==> src/rtl/core/arpc_pkg.sv <==
`timescale 1ns / 1ps

package arpc_pkg;

    localparam int TABLE_ENTRIES = 16;
    localparam int IDX_W         = (TABLE_ENTRIES > 1) ? $clog2(TABLE_ENTRIES) : 1;
    localparam int IP_W          = 32;
    localparam int MAC_W         = 48;
    localparam int SLOT_W        = 4;
    localparam int ENTRY_W       = IP_W + MAC_W;

    typedef logic [IDX_W-1:0] idx_t;

    localparam idx_t IDX_LAST = idx_t'(TABLE_ENTRIES - 1);

    typedef enum logic
    {
        FUNC_LEARN  = 1'b0,
        FUNC_LOOKUP = 1'b1
    } func_t;

    function automatic logic [SLOT_W-1:0] to_slot(input idx_t idx);
        logic [IDX_W+SLOT_W-1:0] wide;
        wide = {{SLOT_W{1'b0}}, idx};
        return wide[SLOT_W-1:0];
    endfunction

endpackage

==> src/rtl/core/arp_cache_learn_lookup.sv <==
`timescale 1ns / 1ps
// Channel   Handshake              Payload
// request   req_valid, req_stall   func, ip_addr, mac_addr
// response  rsp_valid, rsp_stall   found, mac_out, slot
//
// An item passes these steps: it is accepted; the registered read of the entry RAM is awaited;
// one entry per cycle is compared through the single read port of the entry RAM; a learn writes
// back its entry and the result is loaded.
// A lookup or learn that hits entry k ends the scan at entry k.
// Reset clears the valid bits and the control state; the RAM contents are not cleared.
// A stalled response holds the block before write-back; a new word is accepted
// while an earlier response still waits.

module arp_cache_learn_lookup
    import arpc_pkg::*;
(
    input  logic              clk,
    input  logic              rst_n,
    input  logic              req_valid,
    output logic              req_stall,
    input  logic              func,
    input  logic [IP_W-1:0]   ip_addr,
    input  logic [MAC_W-1:0]  mac_addr,
    output logic              rsp_valid,
    input  logic              rsp_stall,
    output logic              found,
    output logic [MAC_W-1:0]  mac_out,
    output logic [SLOT_W-1:0] slot
);

    typedef enum logic [1:0]
    {
        ST_IDLE,
        ST_SCAN,
        ST_DONE
    } state_t;

    state_t                   state_reg;
    func_t                    func_reg;
    logic [IP_W-1:0]          ip_reg;
    logic [MAC_W-1:0]         mac_reg;
    idx_t                     idx_reg;
    idx_t                     pidx_reg;
    logic                     pend_reg;
    logic                     hit_reg;
    idx_t                     hit_idx_reg;
    logic [MAC_W-1:0]         hit_mac_reg;
    logic                     free_found_reg;
    idx_t                     free_idx_reg;
    logic [TABLE_ENTRIES-1:0] valid_reg;
    logic                     rsp_valid_reg;
    logic                     found_reg;
    logic [MAC_W-1:0]         mac_out_reg;
    logic [SLOT_W-1:0]        slot_reg;
    idx_t                     out_idx_reg;

    logic [ENTRY_W-1:0] rd_data;
    logic [IP_W-1:0]    rd_ip;
    logic [MAC_W-1:0]   rd_mac;
    logic               cmp_hit;
    logic               cmp_free;
    logic               scan_last;
    logic               out_free;
    logic               ram_we;
    logic               ram_re;
    idx_t               wr_idx;
    idx_t               res_idx;

    assign rd_ip     = rd_data[MAC_W +: IP_W];
    assign rd_mac    = rd_data[MAC_W-1:0];
    assign cmp_hit   = pend_reg && valid_reg[pidx_reg] && (rd_ip == ip_reg);
    assign cmp_free  = pend_reg && !valid_reg[pidx_reg];
    assign scan_last = pend_reg && (pidx_reg == IDX_LAST);
    assign out_free  = !rsp_valid_reg || !rsp_stall;
    assign ram_re    = (state_reg == ST_SCAN);
    assign ram_we    = (state_reg == ST_DONE) && out_free && (func_reg == FUNC_LEARN);
    assign wr_idx    = hit_reg ? hit_idx_reg : (free_found_reg ? free_idx_reg : '0);
    assign res_idx   = (func_reg == FUNC_LOOKUP) ? (hit_reg ? hit_idx_reg : '0) : wr_idx;

    assign req_stall = (state_reg != ST_IDLE);
    assign rsp_valid = rsp_valid_reg;
    assign found     = found_reg;
    assign mac_out   = mac_out_reg;
    assign slot      = slot_reg;

    arpc_ram
    #(
        .WIDTH (ENTRY_W),
        .DEPTH (TABLE_ENTRIES)
    )
    u_entry_ram
    (
        .clk     (clk),
        .wr_en   (ram_we),
        .wr_addr (wr_idx),
        .wr_data ({ip_reg, mac_reg}),
        .rd_en   (ram_re),
        .rd_addr (idx_reg),
        .rd_data (rd_data)
    );

    always_ff @(posedge clk or negedge rst_n)
    begin
        if (!rst_n)
        begin
            state_reg      <= ST_IDLE;
            func_reg       <= FUNC_LEARN;
            ip_reg         <= '0;
            mac_reg        <= '0;
            idx_reg        <= '0;
            pidx_reg       <= '0;
            pend_reg       <= 1'b0;
            hit_reg        <= 1'b0;
            hit_idx_reg    <= '0;
            hit_mac_reg    <= '0;
            free_found_reg <= 1'b0;
            free_idx_reg   <= '0;
            valid_reg      <= '0;
            rsp_valid_reg  <= 1'b0;
            found_reg      <= 1'b0;
            mac_out_reg    <= '0;
            slot_reg       <= '0;
            out_idx_reg    <= '0;
        end
        else
        begin
            if (rsp_valid_reg && !rsp_stall && (state_reg != ST_DONE))
            begin
                rsp_valid_reg <= 1'b0;
            end

            unique case (state_reg)
                ST_IDLE:
                begin
                    if (req_valid)
                    begin
                        func_reg       <= func_t'(func);
                        ip_reg         <= ip_addr;
                        mac_reg        <= mac_addr;
                        idx_reg        <= '0;
                        pend_reg       <= 1'b0;
                        hit_reg        <= 1'b0;
                        free_found_reg <= 1'b0;
                        state_reg      <= ST_SCAN;
                    end
                end
                ST_SCAN:
                begin
                    pend_reg <= 1'b1;
                    pidx_reg <= idx_reg;
                    idx_reg  <= (idx_reg == IDX_LAST) ? '0 : idx_reg + 1'b1;
                    if (cmp_free && !free_found_reg)
                    begin
                        free_found_reg <= 1'b1;
                        free_idx_reg   <= pidx_reg;
                    end
                    if (cmp_hit)
                    begin
                        hit_reg     <= 1'b1;
                        hit_idx_reg <= pidx_reg;
                        hit_mac_reg <= rd_mac;
                        state_reg   <= ST_DONE;
                    end
                    else if (scan_last)
                    begin
                        state_reg <= ST_DONE;
                    end
                end
                ST_DONE:
                begin
                    if (out_free)
                    begin
                        if (func_reg == FUNC_LEARN)
                        begin
                            valid_reg[wr_idx] <= 1'b1;
                        end
                        rsp_valid_reg <= 1'b1;
                        found_reg     <= hit_reg;
                        mac_out_reg   <= ((func_reg == FUNC_LOOKUP) && hit_reg) ?
                                         hit_mac_reg : '0;
                        slot_reg      <= to_slot(res_idx);
                        out_idx_reg   <= res_idx;
                        state_reg     <= ST_IDLE;
                    end
                    else
                    begin
                        rsp_valid_reg <= 1'b1;
                    end
                end
                default:
                begin
                    state_reg <= ST_IDLE;
                end
            endcase
        end
    end

    // A reported hit always names an entry that holds a valid mapping.
    assert property (@(posedge clk) disable iff (!rst_n)
        rsp_valid_reg && found_reg |-> valid_reg[out_idx_reg])
    else $error("hit reported on an entry that is not valid");

    // Entries are never invalidated once learned.
    assert property (@(posedge clk) disable iff (!rst_n)
        1'b1 |=> ((valid_reg & $past(valid_reg)) == $past(valid_reg)))
    else $error("valid bit cleared after reset");

    // At most one entry becomes valid per cycle.
    assert property (@(posedge clk) disable iff (!rst_n)
        1'b1 |=> ($countones(valid_reg ^ $past(valid_reg)) <= 1))
    else $error("more than one valid bit changed in a cycle");

    // The RAM is written only at write-back, never while a response would be overwritten.
    assert property (@(posedge clk) disable iff (!rst_n)
        ram_we |-> ((state_reg == ST_DONE) && !(rsp_valid_reg && rsp_stall)))
    else $error("entry RAM written outside write-back");

endmodule

==> src/rtl/core/arpc_ram.sv <==
`timescale 1ns / 1ps

module arpc_ram
#(
    parameter int WIDTH = 8,
    parameter int DEPTH = 16
)
(
    input  logic                                   clk,
    input  logic                                   wr_en,
    input  logic [((DEPTH > 1) ? $clog2(DEPTH) : 1)-1:0] wr_addr,
    input  logic [WIDTH-1:0]                       wr_data,
    input  logic                                   rd_en,
    input  logic [((DEPTH > 1) ? $clog2(DEPTH) : 1)-1:0] rd_addr,
    output logic [WIDTH-1:0]                       rd_data
);

    logic [WIDTH-1:0] mem [DEPTH];

    always_ff @(posedge clk)
    begin
        if (wr_en)
        begin
            mem[wr_addr] <= wr_data;
        end
        if (rd_en)
        begin
            rd_data <= mem[rd_addr];
        end
    end

endmodule
==> config.mk <==
export PLATFORM = sky130hd
export DESIGN_NAME = arp_cache_learn_lookup
export DESIGN_NICKNAME = d
export VERILOG_FILES = /design/src/rtl/core/arpc_pkg.sv /design/src/rtl/core/arp_cache_learn_lookup.sv /design/src/rtl/core/arpc_ram.sv
export SDC_FILE = /design/constraint.sdc
export NUM_CORES = 1
export LEC_CHECK = 0
export BUFFER_PORTS_ARGS = -buffer_cell sky130_fd_sc_hd__buf_2
export CORE_MARGIN = 4
export CORE_UTILIZATION = 30
export CTS_CLUSTER_SIZE = 10
export DETAILED_ROUTE_END_ITERATION = 7
export MAX_ROUTING_LAYER = met4
export PLACE_DENSITY = 0.43
export RECOVER_POWER = 50
export SYNTH_ARGS = -nofsm -noshare
export SYNTH_HDL_FRONTEND = slang
export SYNTH_SLANG_ARGS = --single-unit
==> constraint.sdc <==
create_clock -name clk -period 5.23 [get_ports clk]
set_input_delay 1.046 -clock clk [delete_from_list [all_inputs] [get_ports clk]]
set_output_delay 1.046 -clock clk [all_outputs]
set_load 0.005 [all_outputs]
* Word-level counts from Yosys, hierarchy flattened
Memories as Yosys holds them, arrays and structs flattened. A register that Yosys moved wholly into a read port is not among the register bits.
Index checks and enable logic that the tools add are counted.
** Storage, ports and cells
- Bits in registers :: 220
- RAM bits :: 1280
- Input bits :: 85
- Output and inout bits :: 55
- Word-level logic and storage cells :: 91
- Memories :: 1
** Operators by class
- Add/sub/neg operators :: 1
- $lt $le $gt $ge :: 3
- Equal/unequal tests :: 11
- Multiplexer cells :: 27
- Bitwise operators :: 2
- Reductions and logical operators :: 29
** Memories
- u_entry_ram.mem :: depth 16, width 80, rd ports 1, clocked after Yosys merged registers in 1, wr ports 1, line arpc_ram.sv:18 : logic [WIDTH-1:0] mem [DEPTH];
** Operators with widths (number)
- two-way mux 48 bit :: 1
- equality test 32 bit :: 1
- two-way mux 4 bit :: 6
- bitwise OR 16 bit :: 1
- AND reduction 3 bit :: 4
- logical AND 1 bit :: 11
- < comparator 4 x 5 -> 1 bit, second input constant :: 2
- AND reduction 2 bit :: 5
- two-way mux 1 bit :: 9
- equality test 4 bit, second input constant :: 2
- two-way mux 2 bit :: 4
- != test 2 bit, second input constant :: 4
- one-hot mux 4 bit (2 select lines) :: 1
- one-hot mux 1 bit (2 select lines) :: 3
- one-hot mux 2 bit (3 select lines) :: 1
- nonzero test 2 bit :: 3
- adder 4 x 1 -> 4 bit, second input constant :: 1
- binary-select mux 1 bit (select 4 bit) :: 1
- demux 1 bit (select 4 bit) :: 1
- greater-or-equal comparator 4 x 1 -> 1 bit, second input constant :: 1
- zero test 1 bit :: 4
- != test 3 bit, second input constant :: 1
- equality test 2 x 1 -> 1 bit, second input constant :: 1
- equality test 2 bit, second input constant :: 1
- 4 further kinds :: 4

* Logic depth before layout (Yosys ltp)
Gate-level depths: netlist of run 1.
- Depth in word-level cells :: 7
- Gate-level depth with buffers :: 8
- Gate-level depth less buffers :: 6

* By module
A second synthesis of run 1 with hierarchy kept.
** Unflattened totals
- Cells, all modules :: 2916
- Area, all modules :: 59150.5 sq um
** By module, submodules not included
- arpc_ram :: times used 1, cells each 2054, area each 50223.2 sq um, seq. area each 40839.2 sq um
- arp_cache_learn_lookup :: times used 1, cells each 862, area each 8927.3 sq um, seq. area each 5505.3 sq um

* Worst setup path before layout of run 1
No wires, ideal clock.
- Path kind :: input to register
- Start :: input port rsp_stall
- End :: memory u_entry_ram.mem[3][0] (netlist bit) (enable)
- Library setup time :: 520 ps
- Arrival :: 5076 ps
- Data required time :: 4710 ps
- Setup slack :: -366 ps
- Stages :: 5
- Buffers on the path :: 0
- Cells stage by stage :: nand2_1 > nand3b_1 > nor3_1 > nand2_1 > nor2_1
** On the way
- Cells in the longest elaborated chain, start to end :: 6
** Ends and longest elaborated chain
- start, declared :: line arp_cache_learn_lookup.sv:25 : input logic rsp_stall,
- zero test 1 bit :: line arp_cache_learn_lookup.sv:74 : assign out_free = !rsp_valid_reg || !rsp_stall;
- logical OR 1 bit :: line arp_cache_learn_lookup.sv:74
- logical AND 1 bit (2 in a row) :: line arp_cache_learn_lookup.sv:76 : assign ram_we = (state_reg == ST_DONE) && out_free && (func_reg == FUNC_LEARN);
- two-way mux 1 bit :: line arpc_ram.sv:22 : if (wr_en)
- two-way mux 1 bit (not written as such) :: line arpc_ram.sv:24 : mem[wr_addr] <= wr_data;
- end, declared :: line arpc_ram.sv:18
No other way between the ends.

* Final worst setup path of run 1
- Start :: register state_reg[0]
- End :: register state_reg[0]
** On the way
- Cells in the longest elaborated chain, start to end :: 3
- Elaborated cells on any way between the ends :: 8
- Classes of those cells :: eq/ne: 5; mux: 1; reduce/logical: 2
** Ends and longest elaborated chain
- start, declared :: line arp_cache_learn_lookup.sv:38 : state_t state_reg;
- start signal, assigned :: line arp_cache_learn_lookup.sv:106 : state_reg <= ST_IDLE;
- start signal, assigned :: line arp_cache_learn_lookup.sv:144 : state_reg <= ST_SCAN;
- start signal, assigned :: line arp_cache_learn_lookup.sv:162 : state_reg <= ST_DONE;
- equality test 2 x 1 -> 1 bit, or another cell as far along :: line arp_cache_learn_lookup.sv:132 : unique case (state_reg)
- != test 3 bit (no source line) or != test 2 bit (tied branches)
- AND reduction 3 bit (no source line)
Several ways; a longest one is shown, not always the timed one.
A chain may end at the register's enable or synchronous reset.

==> impl_metrics.tcl, run 1 <==
set metrics [dict create \
    hold_class "in2async" \
    finish.utilization_pct 35.1 \
    rows 163 \
    drv_cap 7 \
    period_share_pct 81.0 \
    synth_top_area_share_pct 68.7 \
    synth_top_family_by_area "multiplexers" \
    wl_per_cell_um 26.1 \
    path_cells "nor2_1 -> nand2_1 -> clkbuf_1 -> o21ai_0" \
    syn_nets 2823 \
    insertion_delay_ps 800 \
    drt_iter0_markers 2155 \
    postCtsSetupBuffers 0 \
    slowest_delay_ps 1990 \
    worst_slew_pin_slew_ps 3140 \
    leakagePower_nw 23.0 \
    core-area_um2 197000 \
    critPathKind "reg2reg" \
    cts.sinks 1580 \
    ctsResizeCount 0 \
    synthArstFlopShare_pct 13.9 \
    p_total_mw 36.4 \
    setup_viol 0 \
    hold_violations 0 \
    die_w_um 453 \
    place_hpwl_um 82500 \
    yosysWarnings 0 \
    grt_pass1_wl_um 218000 \
    crit_path_top_delay_cell "clkbuf_1" \
    clk_pin_slew_ps 60 \
    synth_simple_gate_area_share_pct 2.93 \
    setup.worst_path.end_class "register" \
    grt_pass1_vias 29600 \
    power_density_nw_per_um2 526 \
    cts_tree "yes" \
    io-pin-count 140 \
    syn_inst 2737 \
    largest_reg_flops 1280 \
    syn_area_um2 59500 \
    nets 3077 \
    via_count 27500 \
    tns_ps 0 \
    finClkSkew_ps 37.2 \
    port_buffers 139 \
    hold_buffers 0 \
    synth_xor_area_share_pct 0.413 \
    synth_common_cells "edfxtp_1, mux4_2, nand2_1, dfrtp_1, clkbuf_1" \
    cts_buffer_depth 3 \
    synth.distinct_cells 49 \
    track_usage_pct 15.2 \
    ys_seq_elements 1580 \
    globalRouteOverflowTotal 0 \
    required_ps 5750 \
    synth_edf_count 1360 \
    drt_pass1_iterations 6 \
    cpLargestDelayFamily "buffers and inverters" \
    critical_path_arrival_ps 4750 \
    area_delta_synth_final_pct 16.4 \
    largest_registers "u_entry_ram.mem (1280), u_entry_ram.rd_data (80)" \
    gp_congestion 0.718 \
    initial_core_util_pct 30.1 \
    yosysTopAreaCell "edfxtp_1" \
    synth-compound-area-share_pct 0.789 \
    final_cells 5776 \
    antenna_found_initial 8 \
    drc 0 \
    drtAntennaViolNets 0 \
    die-area_um2 205000 \
    rsz0062_at_grt "false" \
    drive_above_1_share_pct 28.8 \
    status "finished, violations left" \
    syn_area_per_cell_um2 21.7 \
    synthFlopType "edfxtp_1" \
    cts-root-buf "clkbuf_16" \
    slew_violations 305 \
    min_period_ps 4240 \
    dp_cells 5447 \
    synthMuxAreaShare_pct 16.8 \
    synth_area_leaders "edfxtp_1, mux4_2, dfrtp_1" \
    path_max_fanout 41 \
    avgViaCountPerCell 4.77 \
    die_h_um 453 \
    top_register "u_entry_ram.mem" \
    htreeDepth 4 \
    ys_seq_area_share_pct 78.0 \
    drt_wl_total_um 151000 \
    yosys.cell_count.top_type "edfxtp_1" \
    max-vdd-ir-drop_mv 0.307 \
    max_freq_mhz 236 \
    yosys.area_share.adder_pct 0.0210 \
    relSlewSlack_pct -110 \
    numCtsBuffers 182 \
    grt_start_max_net_pins 96 \
    violations "max-capacitance violations, max-slew violations" \
    start_kind "register" \
    path_buf_inv 1 \
]
## final timing paths
path,to,slack [ps],cells after the start,startpoint
max in group asynchronous,mac_reg[34],1570,2,rst_n
min,ip_reg[16],170,1,rst_n
min reg2reg,valid_reg[0],460,1,valid_reg[0]
max,state_reg[0],990,4,state_reg[0]
max reg2reg,state_reg[0],990,4,state_reg[0]
min in group clk,mac_reg[9],440,3,mac_addr[9]
## layout make-up
type / count / area [µm²]
Fill cell: 18200 / 128000
Sequential cell: 1580 / 46400
Multi-Input combinational cell: 1011 / 12600
Clock buffer: 303 / 5110
Tap cell: 2640 / 3300
Timing Repair Buffer: 207 / 1560
Clock inverter: 23 / 274
Inverter: 9 / 36.3
Antenna cell: 3 / 7.51
## per-stage QoR
| step | setup WS (ps) | cell area [µm²] | hold WS (ps) |
|---|---|---|---|
| 6_report | 994 | 69200 | 167 |
| 5_1_grt | 630 | 69200 | 145 |
| 4_1_cts | 1150 | 69300 | 125 |
| 3_5_place_dp | 1170 | 63900 | 450 |
| 3_3_place_gp | 1260 | 63900 | 445 |
| 2_1_floorplan | -366 | 59500 | 430 |
## layout by cell type, fill, tap and decap left out, types with 7 or more instances in the layout
master | netlist | layout
clkbuf_1 | 92 | 123
buf_2 | 14 | 138
or2_2 | 16 | 16
mux2_2 | 9 | 9
buf_4 | 1 | 26
edfxtp_1 | 1360 | 1360
nor2_4 | 0 | 16
xnor2_1 | 25 | 25
nand4_1 | 7 | 7
clkbuf_16 | 0 | 184
nand2_1 | 371 | 371
mux4_2 | 400 | 400
buf_12 | 5 | 31
mux2_4 | 49 | 49
inv_1 | 9 | 8
o21ai_0 | 63 | 63
dfrtp_1 | 220 | 216
## cells by family after synthesis
| logic type | Yosys count |
|---|---|
| XOR/XNOR | 28 |
| buffers and inverters | 146 |
| flip-flops | 1580 |
| multiplexers | 464 |
| AO/OA/AOI/OAI | 83 |
| adder cells (fa/ha/maj) | 1 |
| AND/OR/NAND/NOR | 435 |
## metal layers
| layer | vias up | routed length, µm | track usage (%) |
|---|---|---|---|
| met5 | - | 0 | - |
| met1 | 15100 | 63900 | 19.4 |
| met4 | 0 | 3600 | 4.21 |
| met2 | 641 | 77100 | 25.4 |
| met3 | 235 | 6210 | 2.18 |
| li1 | 11600 | - | - |
## report_power, final
part	switching, mW	internal (mW)
Sequential	1.88	16.2
Clock	4.93	6.65
Combinational	3.49	3.23
Total	10.3	26.1
Note: power is estimated with default switching activity, not from simulation.
==> run 2, diff against run 1 <==
--- a/config.mk
+++ b/config.mk
@@ -5,13 +5,14 @@
 export SDC_FILE = /design/constraint.sdc
 export NUM_CORES = 1
 export LEC_CHECK = 0
+export ABC_AREA = 1
 export BUFFER_PORTS_ARGS = -buffer_cell sky130_fd_sc_hd__buf_2
 export CORE_MARGIN = 4
 export CORE_UTILIZATION = 30
 export CTS_CLUSTER_SIZE = 10
 export DETAILED_ROUTE_END_ITERATION = 7
 export MAX_ROUTING_LAYER = met4
-export PLACE_DENSITY = 0.43
+export PLACE_DENSITY = 0.41
 export RECOVER_POWER = 50
 export SYNTH_ARGS = -nofsm -noshare
 export SYNTH_HDL_FRONTEND = slang
==> constraint.sdc (replaced) <==
create_clock -name clk -period 4.13 [get_ports clk]
set_input_delay 0.826 -clock clk [delete_from_list [all_inputs] [get_ports clk]]
set_output_delay 0.826 -clock clk [all_outputs]
set_load 0.005 [all_outputs]
==> impl_metrics.tcl, run 2 <==
set metrics [dict create \
    max-vdd-ir-drop_mv 0.451 \
    syn_area_um2 61100 \
    synth_top_area_share_pct 66.8 \
    avgViaCountPerCell 5.05 \
    grt_pass1_wl_um 279000 \
    finish.utilization_pct 35.2 \
    htreeDepth 4 \
    top_register "u_entry_ram.mem" \
    ys_seq_area_share_pct 75.8 \
    r2r-start "state_reg[1]" \
    start_kind "register" \
    p_int_mw 32.4 \
    cts_tree "yes" \
    required_ps 4800 \
    hold_violations 0 \
    worst_slew_pin_slew_ps 2420 \
    hp-start "mac_addr[30]" \
    ctsResizeCount 0 \
    drtAntennaViolNets 0 \
    grt_start_max_net_pins 179 \
    hold_end "mac_reg[30]" \
    min_path_cells 3 \
    syn_inst 4663 \
    worstRegToRegCells 4 \
    p_sw_share_pct 35.0 \
    globalRouteOverflowTotal 0 \
    largest_registers "u_entry_ram.mem (1280), u_entry_ram.rd_data (80)" \
    tns_ps 0 \
    rr_endpoint "hit_mac_reg[0]" \
    gp_congestion 0.764 \
    hold_class "in2reg" \
    final_cells 7613 \
    status "finished, violations left" \
    relSlewSlack_pct -61.1 \
    dp_cells 7272 \
    die-area_um2 211000 \
    postCtsSetupBuffers 0 \
    synth_edf_count 1360 \
    hold_slack_ps 220 \
    seqPwrFrac_pct 46.2 \
    drc 0 \
    path_max_fanout 53 \
    violations "max-capacitance violations, max-slew violations" \
    max_freq_mhz 303 \
    track_usage_pct 18.4 \
    largest_reg_flops 1280 \
    core-area_um2 202000 \
    ys_seq_elements 1580 \
    numCtsBuffers 185 \
    p_clk_share_pct 30.4 \
    drt_iter0_markers 2842 \
    combinationalPowerShare_pct 23.4 \
    io-pin-count 140 \
    hold_buffers 1 \
    power.switching_mw 17.5 \
    multi_input_area_um2 13200 \
    antenna_found_initial 1 \
    leakagePower_nw 24.7 \
    layout_commonest_cell "edfxtp_1" \
    die_w_um 459 \
    synth_common_cells "edfxtp_1, nor2_1, o21ai_0, nand2_1, o221ai_1" \
    synth_area_leaders "edfxtp_1, dfrtp_1, o21ai_0" \
    nets 4874 \
    yosysWarnings 0 \
    synthFlopType "edfxtp_1" \
    syn_nets 4749 \
    setup_viol 0 \
    drive_above_1_share_pct 10.2 \
    port_buffers 139 \
    clk_pin_slew_ps 60 \
    cts-root-buf "clkbuf_16" \
    syn_area_per_cell_um2 13.1 \
    yosys.cell_count.top_type "edfxtp_1" \
    initial_core_util_pct 30.2 \
    synth.distinct_cells 32 \
    place_hpwl_um 101000 \
    setup.worst_path.end_class "register" \
    drt_pass1_iterations 5 \
    fill_cells 19800 \
    cts.sinks 1580 \
    final_cell_mix "edfxtp_1, nor2_1, o21ai_0" \
    via_count 38500 \
    rsz0062_at_grt "false" \
    cts_buffer_depth 3 \
    min_period_ps 3310 \
    insertion_delay_ps 820 \
    critical_path_arrival_ps 3980 \
    seq_area_um2 46400 \
    drv_cap 4 \
    yosysTopAreaCell "edfxtp_1" \
    rows 165 \
    r2r_slack_ps 820 \
    finClkSkew_ps 35.4 \
    period_share_pct 80.0 \
    wl_per_cell_um 25.1 \
    drt_wl_total_um 191000 \
    power_density_nw_per_um2 700 \
    die_h_um 459 \
    synthArstFlopShare_pct 13.9 \
    slew_violations 191 \
    critPathKind "reg2reg" \
    grt_pass1_vias 39100 \
    area_delta_synth_final_pct 16.5 \
]
## run 2: cells by family after synthesis
logic type,count (synthesis),share of synthesized area (%)
compound gates,1115,11.1
flops,1580,75.8
buf+inv,421,2.85
fa+ha+maj,1,0.0205
simple gates,1540,10.1
xor+xnor,6,0.0860
## run 2: routing by layer
layer	vias up	wire length [µm]	GRT usage [%]
li1	17500	-	-
met1	19900	87500	24.7
met2	799	93300	30.0
met3	239	6610	2.31
met4	0	3530	4.08
met5	-	0	-
## run 2: how the worst max path moves through the flow
| stage | from | to | slack (ps) | cells after the start |
|---|---|---|---|---|
| after floorplan | rsp_stall | u_entry_ram.mem[0][0] | -170 | 7 |
| after global placement | rsp_stall | u_entry_ram.mem[4][8] | 550 | 9 |
| after detailed placement | rsp_stall | u_entry_ram.mem[4][8] | 580 | 9 |
| after CTS | state_reg[0] | u_entry_ram.mem[4][41] | 1040 | 8 |
| after global routing | state_reg[1] | hit_mac_reg[0] | 450 | 4 |
| final | state_reg[1] | hit_mac_reg[0] | 820 | 4 |
## run 2: power by group through the flow
stage	Clock (mW)	Combinational [mW]	Sequential, mW
floorplan	0	7.37	22.1
global placement	0	11.9	23.5
detailed placement	0	11.9	23.5
CTS	15.6	11.9	23.1
global route	16.3	13.0	23.4
finish	15.1	11.6	23.0
## run 2: per-stage QoR
stage	setup WS (ps)	cell area, µm²	total power [mW]
after floorplan	-167	61200	29.4
final	824	71200	49.8
after CTS	1040	71300	50.6
after detailed placement	582	65700	35.4
after global routing	447	71200	52.6
after global placement	550	65700	35.4
## run 2: worst max-delay path: stages, from the launching register on
cell	delay [ps]
dfrtp_1	390
nor2_1	1430
nand3_4	970
nand2_1	260
nand2_1	70
## run 2: layout make-up
type                       instances  area share, %
clock buffer                     311           7.38
timing repair buffer             259           3.43
multi-input combinational       2662           18.5
sequential                      1580           65.1
clock inverter                    28          0.381
antenna                            1        0.00351
tap                             2672           4.69
inverter                         100          0.564
==> run 3, diff against run 2 <==
--- a/config.mk
+++ b/config.mk
@@ -12,7 +12,7 @@
 export CTS_CLUSTER_SIZE = 10
 export DETAILED_ROUTE_END_ITERATION = 7
 export MAX_ROUTING_LAYER = met4
-export PLACE_DENSITY = 0.41
+export PLACE_DENSITY = 0.43
 export RECOVER_POWER = 50
 export SYNTH_ARGS = -nofsm -noshare
 export SYNTH_HDL_FRONTEND = slang
==> constraint.sdc (replaced) <==
create_clock -name clk -period 3 [get_ports clk]
set_input_delay 0.6 -clock clk [delete_from_list [all_inputs] [get_ports clk]]
set_output_delay 0.6 -clock clk [all_outputs]
set_load 0.005 [all_outputs]
==> impl_metrics.tcl, run 3 (same netlist as run 2, synthesis figures left out) <==
set metrics [dict create \
    initial_core_util_pct 30.2 \
    die_h_um 459 \
    largest_reg_flops 1280 \
    largest_registers "u_entry_ram.mem (1280), u_entry_ram.rd_data (80)" \
    max-vdd-ir-drop_mv 0.657 \
    nets 4989 \
    cts-root-buf "clkbuf_16" \
    drtAntennaViolNets 0 \
    hold_buffers 48 \
    r2r_slack_ps 180 \
    power_density_nw_per_um2 960 \
    avgViaCountPerCell 5.00 \
    gp_congestion 0.771 \
    via_count 38700 \
    start_kind "register" \
    io-pin-count 140 \
    placement.cell_area_um2 66400 \
    grt_start_max_net_pins 135 \
    hold_violations 0 \
    stdcell_area_um2 72300 \
    top_layer_used "met4" \
    setup_viol 0 \
    max_freq_mhz 354 \
    insertion_delay_ps 810 \
    globalRouteOverflowTotal 0 \
    drc 0 \
    violations "max-capacitance violations, max-slew violations" \
    setup.worst_path.end_class "register" \
    path_cells "nor2_1 -> a21oi_1 -> nand2_1 -> nor2_4 -> buf_12" \
    die-area_um2 211000 \
    critPathKind "reg2reg" \
    place_hpwl_um 105000 \
    leakagePower_nw 25.2 \
    dp_slack_ps 91.4 \
    drv_cap 1 \
    drt_iter0_markers 3015 \
    core-area_um2 202000 \
    required_ps 3490 \
    drt_wl_total_um 187000 \
    cts_tree "yes" \
    ctsResizeCount 0 \
    postCtsSetupBuffers 0 \
    finClkSkew_ps 25.5 \
    clk_pin_slew_ps 60 \
    top_register "u_entry_ram.mem" \
    numCtsBuffers 184 \
    final_cell_mix "edfxtp_1, nor2_1, o21ai_0" \
    worstRegToRegCells 5 \
    status "finished, violations left" \
    relSlewSlack_pct -25.3 \
    drt_pass1_iterations 5 \
    antenna_found_initial 3 \
    period_share_pct 94.1 \
    slowest_delay_ps 710 \
    port_buffers 139 \
    rows 165 \
    track_usage_pct 18.1 \
    layout_commonest_cell "edfxtp_1" \
    cts_buffer_depth 3 \
    worst_slew_pin_slew_ps 1880 \
    htreeDepth 4 \
    cts.sinks 1580 \
    path_max_fanout 19 \
    area_delta_synth_final_pct 18.2 \
    slew_violations 84 \
    hold_slack_ps 75.9 \
    rsz0062_at_grt "false" \
    grt_pass1_vias 39600 \
    drive_above_1_share_pct 11.1 \
    min_period_ps 2820 \
    critical_path_arrival_ps 3310 \
    grt_pass1_wl_um 276000 \
    min_path_cells 3 \
    wl_met3_um 7510 \
    wl_met2_um 91300 \
    met1_length_um 82700 \
    die_w_um 459 \
    hold_class "in2reg" \
    wl_per_cell_um 24.2 \
    crit_path_top_delay_cell "nor2_4" \
    fin_ws_ps 178 \
]
-- run 3: cell types whose count changed in the layout (fill, tap and decap cells not counted), moves of 3 or more --
cell and change:
clkbuf_4 +4, clkbuf_1 +26, clkinv_8 -5, nand2_2 +3
buf_4 +41, dlygate4sd3_1 +47, inv_6 +3, nand2_1 -3
clkinv_1 -7, buf_12 +7
-- run 3: routing by layer --
metal / GRT usage [%] / vias up
met1: 23.5 / 19800
met4: 5.88 / 0
li1: - / 17800
met2: 29.4 / 885
met3: 2.47 / 278
met5: - / -
-- run 3: area by class of cell --
class	instances	area, µm²
clock inverters	17	178
clock buffers	323	5340
inverters	100	402
well taps	2672	3340
repair buffers	375	3460
fillers	19600	130000
diodes	2	5.00
multi-input cells	2662	13200
flip-flops and latches	1580	46400
-- run 3: worst paths after layout --
kind / start / end
max in group asynchronous: rst_n / idx_reg[2]
hold reg to reg: valid_reg[6] / valid_reg[6]
hold / removal: ip_addr[22] / ip_reg[22]
setup / recovery: hit_reg / u_entry_ram.mem[3][12]
min in group asynchronous: rst_n / hit_mac_reg[11]
setup reg to reg: hit_reg / u_entry_ram.mem[3][12]
-- run 3: critical path: cells and delay by family, from the launching register on --
family                 cells  cell delay (ps)
AND/OR/NAND/NOR            3             1330
flip-flops                 1              480
AO/OA/AOI/OAI              1              380
buffers and inverters      1              260
-- run 3: through the flow --
stage / instances / power [mW] / setup TNS [ps] / utilization [%]
3_3_place_gp: 7341 / 49.4 / 0 / 32.8
5_1_grt: 7731 / 73.2 / 0 / 35.7
3_5_place_dp: 7341 / 49.4 / 0 / 32.8
2_1_floorplan: 4663 / 40.5 / -88360 / -
4_1_cts: 7729 / 70.5 / 0 / 35.8
6_report: 7731 / 69.4 / 0 / 35.7
-- run 3: power by group --
group          internal (mW)  switching (mW)
logic                   4.83            12.5
registers               28.3            2.76
clock network           12.1            8.77
total                   45.3            24.0
